**src/rtl/core/csg_pkg.sv**
```systemverilog
// Package for the cube-map sky gradient block.
// Holds field widths, register indexes, reset colours and the pipeline tag type.
// Used by the channel interfaces, the ratio unit and the top level.
package csg_pkg;

   localparam int FACE_W   = 3;
   localparam int POS_W    = 10;
   localparam int CHAN_W   = 16;
   localparam int COLOUR_W = 48;
   localparam int SIZE_W   = 11;
   localparam int CSR_IDX_W = 2;

   localparam int MAX_FACE_SIZE_DEF = 1024;

   localparam logic [CSR_IDX_W-1:0] REG_ZENITH  = 2'd0;
   localparam logic [CSR_IDX_W-1:0] REG_HORIZON = 2'd1;
   localparam logic [CSR_IDX_W-1:0] REG_GROUND  = 2'd2;
   localparam logic [CSR_IDX_W-1:0] REG_SIZE    = 2'd3;

   localparam logic [COLOUR_W-1:0] ZENITH_RESET  = 48'd84445284781261;
   localparam logic [COLOUR_W-1:0] HORIZON_RESET = 48'd225184491172659;
   localparam logic [COLOUR_W-1:0] GROUND_RESET  = 48'd98519248355328;
   localparam logic [SIZE_W-1:0]   SIZE_RESET    = 11'd128;
   localparam logic [SIZE_W-1:0]   MIN_SIZE      = 11'd4;

   localparam logic [FACE_W-1:0] FACE_POS_X = 3'd0;
   localparam logic [FACE_W-1:0] FACE_NEG_X = 3'd1;
   localparam logic [FACE_W-1:0] FACE_POS_Y = 3'd2;
   localparam logic [FACE_W-1:0] FACE_NEG_Y = 3'd3;
   localparam logic [FACE_W-1:0] FACE_POS_Z = 3'd4;
   localparam logic [FACE_W-1:0] FACE_NEG_Z = 3'd5;

   // quotient of 2^32*p^2/s never exceeds 2^32
   localparam int QUO_W  = 33;
   localparam int ROOT_W = 17;
   localparam int K_W    = 16;
   localparam logic [K_W-1:0] K_ONE = 16'd32768;
   localparam logic [K_W-1:0] K_MAX = 16'd32767;

   typedef struct packed {
      logic valid;
      logic up;
   } tag_type;

endpackage

```
**src/rtl/core/csg_ratio.sv**
```systemverilog
// Pipelined ratio unit: root = isqrt(floor(2^32 * p2 / s)), one bit per stage.
// A restoring divider of 33 stages feeds a digit-by-digit square root of 17 stages.
// Depends on csg_pkg for the tag type and widths.
module csg_ratio #(
   parameter int SW = 23
) (
   input  logic                             clock,
   input  logic                             reset,
   input  logic                             enable,
   input  csg_pkg::tag_type                 tag_i,
   input  logic [SW-1:0]                    p2_i,
   input  logic [SW-1:0]                    s_i,
   output csg_pkg::tag_type                 tag_o,
   output logic [csg_pkg::ROOT_W-1:0]       root_o
);
   localparam int QW = csg_pkg::QUO_W;
   localparam int RTW = csg_pkg::ROOT_W;
   localparam int XW = 2 * RTW;
   localparam int RW = RTW + 3;

   csg_pkg::tag_type  dtag_ff  [0:QW];
   logic [SW:0]       drem_ff  [0:QW];
   logic [SW-1:0]     dsor_ff  [0:QW];
   logic [QW-1:0]     dquo_ff  [0:QW];

   csg_pkg::tag_type  rtag_ff  [1:RTW];
   logic [RW-1:0]     rrem_ff  [1:RTW];
   logic [RTW-1:0]    rroot_ff [1:RTW];
   logic [XW-1:0]     rx_ff    [1:RTW];

   always_ff @(posedge clock) begin
      if (reset) begin
         dtag_ff[0] <= '0;
      end else if (enable) begin
         dtag_ff[0] <= tag_i;
      end
      if (enable) begin
         drem_ff[0] <= {1'b0, p2_i};
         dsor_ff[0] <= s_i;
         dquo_ff[0] <= '0;
      end
   end

   for (genvar i = 0; i < QW; i++) begin : g_div
      logic [SW:0] trial_in;
      logic [SW:0] rem_in;
      logic        bit_in;
      always_comb begin
         if (i == 0) trial_in = drem_ff[i];
         else trial_in = {drem_ff[i][SW-1:0], 1'b0};
         bit_in = (trial_in >= {1'b0, dsor_ff[i]});
         rem_in = bit_in ? trial_in - {1'b0, dsor_ff[i]} : trial_in;
      end
      always_ff @(posedge clock) begin
         if (reset) begin
            dtag_ff[i+1] <= '0;
         end else if (enable) begin
            dtag_ff[i+1] <= dtag_ff[i];
         end
         if (enable) begin
            drem_ff[i+1] <= rem_in;
            dsor_ff[i+1] <= dsor_ff[i];
            dquo_ff[i+1] <= {dquo_ff[i][QW-2:0], bit_in};
         end
      end
   end

   for (genvar j = 0; j < RTW; j++) begin : g_sqrt
      csg_pkg::tag_type src_tag;
      logic [RW-1:0]    src_rem;
      logic [RTW-1:0]   src_root;
      logic [XW-1:0]    src_x;
      logic [RW-1:0]    srem;
      logic [RW-1:0]    strial;
      logic             sbit;
      if (j == 0) begin : g_head
         assign src_tag  = dtag_ff[QW];
         assign src_rem  = '0;
         assign src_root = '0;
         assign src_x    = {{(XW-QW){1'b0}}, dquo_ff[QW]};
      end else begin : g_body
         assign src_tag  = rtag_ff[j];
         assign src_rem  = rrem_ff[j];
         assign src_root = rroot_ff[j];
         assign src_x    = rx_ff[j];
      end
      always_comb begin
         srem   = {src_rem[RW-3:0], src_x[XW-1:XW-2]};
         strial = {1'b0, src_root, 2'b01};
         sbit   = (srem >= strial);
      end
      always_ff @(posedge clock) begin
         if (reset) begin
            rtag_ff[j+1] <= '0;
         end else if (enable) begin
            rtag_ff[j+1] <= src_tag;
         end
         if (enable) begin
            rrem_ff[j+1]  <= sbit ? srem - strial : srem;
            rroot_ff[j+1] <= {src_root[RTW-2:0], sbit};
            rx_ff[j+1]    <= {src_x[XW-3:0], 2'b00};
         end
      end
   end

   assign tag_o  = rtag_ff[RTW];
   assign root_o = rroot_ff[RTW];

   a_div_rem_below: assert property (@(posedge clock) disable iff (reset)
      dtag_ff[QW].valid |-> drem_ff[QW] < {1'b0, dsor_ff[QW]})
      else $error("divider remainder not below divisor");
   a_root_range: assert property (@(posedge clock) disable iff (reset)
      tag_o.valid |-> root_o <= 17'd65536)
      else $error("root out of range");
   a_sqrt_rem_bound: assert property (@(posedge clock) disable iff (reset)
      tag_o.valid |-> rrem_ff[RTW] <= {2'b00, root_o, 1'b0})
      else $error("square root remainder too large");
endmodule

```
**config.mk**
```make
export PLATFORM = sky130hd
export DESIGN_NAME = csg_ratio
export DESIGN_NICKNAME = d
export VERILOG_FILES = /design/src/rtl/core/csg_pkg.sv /design/src/rtl/core/csg_ratio.sv
export SDC_FILE = /design/constraint.sdc
export NUM_CORES = 2
export LEC_CHECK = 0
export BUFFER_PORTS_ARGS = -buffer_cell sky130_fd_sc_hd__buf_4
export CORE_ASPECT_RATIO = 0.6
export CORE_UTILIZATION = 45
export DETAILED_ROUTE_END_ITERATION = 6
export HOLD_SLACK_MARGIN = 0.02
export PLACE_DENSITY_LB_ADDON = 0.25
export SYNTH_ARGS = -nofsm -noshare
export SYNTH_HDL_FRONTEND = slang
export SYNTH_SLANG_ARGS = --single-unit
export TNS_END_PERCENT = 100
```
**constraint.sdc**
```tcl
create_clock -name clock -period 6.65 [get_ports clock]
set_input_delay 0.665 -clock clock [delete_from_list [all_inputs] [get_ports clock]]
set_output_delay 0.665 -clock clock [all_outputs]
set_load 0.02 [all_outputs]
```
==> flow_summary.json <==
{
  "status": "finished with violations",
  "violations": "design-rule violations",
  "routabilityCongestion": 0.925,
  "clk_pin_slew_worst_paths_ps": 60,
  "cts_tree": "built",
  "ctsHtreeMaxLevel": 5,
  "root_buffer": "clkbuf_16",
  "drv_cap": 0,
  "viasPerCell": 5.55,
  "antenna_found_initial": 17,
  "setup_violations": 0,
  "insertion_delay_ps": 900,
  "start_util_pct": 45.4,
  "track_usage_pct": 19.3,
  "coreArea_mm2": 0.318,
  "syn-num-nets": 12753,
  "fmax_mhz": 212,
  "postCtsSetupRepairBufs": 0,
  "routedWlPerCell_um": 19.5,
  "die_area_mm2": 0.323,
  "relSlewSlack_pct": 16.0,
  "finClkSkew_ps": 42.9,
  "layout_min_cycle_time_ps": 4720,
  "final_layout_size_suffix_gt1_share_pct": 7.96,
  "grt_pass1_vias": 86309,
  "p_leak_nw": 63.1,
  "dp_hpwl_um": 230000,
  "endpoint_kind": "flop",
  "setup.worst_path.class": "reg2reg",
  "fin_nets": 12994,
  "final_max_slew_viol_count": 0,
  "cts_buffer_depth": 4,
  "vdd_ir_drop_max_v": 0.000244,
  "ys_seq_area_share_pct": 59.7,
  "fin_crit_sh_pct": 71.0,
  "yosysWarnings": 0,
  "die_h_um": 441,
  "finalPower_mw": 72.1,
  "post-route-drc-count": 5,
  "synth-edff-count": 2870,
  "required_ps": 7270,
  "dr.first_iter.drc_count": 8875,
  "synth_most_common_cell": "edfxtp_1",
  "grt_pass1_wl_um": 500000,
  "cp-start-kind": "flop",
  "critPathArrivalTime_ps": 5330,
  "gr-total-overflow": 0,
  "synth_seq_cells": 2870,
  "cts_hold_buf": 47,
  "rows": 160,
  "async_reset_ff_share_pct": 0,
  "hp-class": "in2reg",
  "rsz0062_at_grt": "no",
  "wirelength_um": 320000,
  "areaGrowthSynthToFinish_pct": 10.6,
  "ys.flop_type": "edfxtp_1",
  "worstMarginPinSlew_ps": 1260,
  "numCtsBuffers": 288,
  "clkSinkCount": 2870,
  "synthTopCellsByArea": "edfxtp_1, ha_1, inv_1",
  "ant_nets": 0,
  "p_per_area_mw_per_mm2": 451,
  "synth_top_area_share_pct": 59.7,
  "io_buffers": 69,
  "worst-path-max-fanout": 31,
  "grt_max_degree": 183,
  "synth_area_mm2": 0.144,
  "post-synth-top-area-cell": "edfxtp_1",
  "firstDrtPassIters": 7,
  "ys_types": 90,
  "boundaryPins": 70,
  "die_w_um": 733,
  "vias": 91143,
  "netlist_instances": 11742,
  "rrSetupSlack_ps": 1930,
  "ctsResizeCount": 0,
  "finalHoldViolCount": 0,
  "syn_area_per_cell_um2": 12.3,
  "setup-tns-final_ps": 0,
  "yosys-top-cells-count": "edfxtp_1, inv_1, ha_1"
}
## area by class of cell
class | instances | area [um2]
Timing Repair Buffer | 181 | 1680
Clock buffer | 347 | 7600
Antenna cell | 6 | 15.0
Multi-Input combinational cell | 7410 | 52800
Tap cell | 4212 | 5270
Inverter | 1232 | 4620
Fill cell | 27267 | 158000
Clock inverter | 160 | 1570
Sequential cell | 2870 | 86200
## metal layers
| metal | routed length, um | vias up | global-route usage (%) |
|---|---|---|---|
| met1 | 171000 | 44154 | 32.7 |
| li1 | - | 43808 | - |
| met5 | 46 | - | 0 |
| met4 | 5740 | 6 | 3.79 |
| met3 | 23100 | 412 | 3.51 |
| met2 | 119000 | 2763 | 25.0 |
## logic make-up after synthesis
logic type / count (synthesis) / share of synthesized area (%)
adder cells (fa/ha/maj): 960 / 8.48
multiplexers: 315 / 2.54
XOR/XNOR: 711 / 4.31
buffers and inverters: 1462 / 3.85
AO/OA/AOI/OAI: 2760 / 12.2
other: 1 / 0.00260
AND/OR/NAND/NOR: 2663 / 8.97
flip-flops: 2870 / 59.7
## layout by cell type (no fill, tap or decap), drive strengths merged, types with 160 or more instances in the layout
cell type     n
nor3        182
clkbuf      347
o21a        160
inv        1247
o21ai       702
a21o        318
ha          928
xnor2       413
edfxtp     2870
nor2        713
xor2        298
nand3       162
nand2       686
mux2        305
a21oi       754
## sequential cells by signal, indices dropped and copies added, names as in the netlist
signal    cells
dquo_ff     561
rroot_ff    153
dsor_ff     759
rx_ff       272
drem_ff     759
dtag_ff      68
rtag_ff      34
rrem_ff     264
## worst paths after layout
check            startpoint  cells past startpoint         endpoint
max reg2reg  dsor_ff[27][0]                     12  drem_ff[28][21]
min reg2reg  dquo_ff[28][6]                      0   dquo_ff[29][7]
max          dsor_ff[27][0]                     12  drem_ff[28][21]
min                tag_i[0]                      2    dtag_ff[0][0]
## worst max-delay path, cell delays in order (launching register included)
cell and delay, ps:
edfxtp_1 380, inv_1 110, fa_1 480, a21o_1 210
a21oi_1 230, o21bai_1 160, a2111oi_2 600, o31ai_1 370
or4b_1 590, nand2_1 830, buf_4 300, or4_1 130
nand3_1 80
## stage by stage
step                      area [um2]  worst slack (ps)  hold slack, ps  cells  utilization (%)
after floorplan               144000              3190             400  11742                -
after global placement        150000              1980             400  15858             47.2
after detailed placement      150000              2040             405  15858             47.2
after CTS                     160000              2030            37.3  16412             50.2
after global routing          160000              1710            91.5  16412             50.2
final                         160000              1930             126  16418             50.2
## power breakdown
part | leakage, nW | internal (mW) | switching, mW
clock network | 4.45 | 9.20 | 6.99
registers | 28.1 | 25.3 | 2.42
logic | 30.5 | 11.9 | 16.3
total | 63.1 | 46.4 | 25.7
Note: power is estimated with default switching activity, not from simulation.
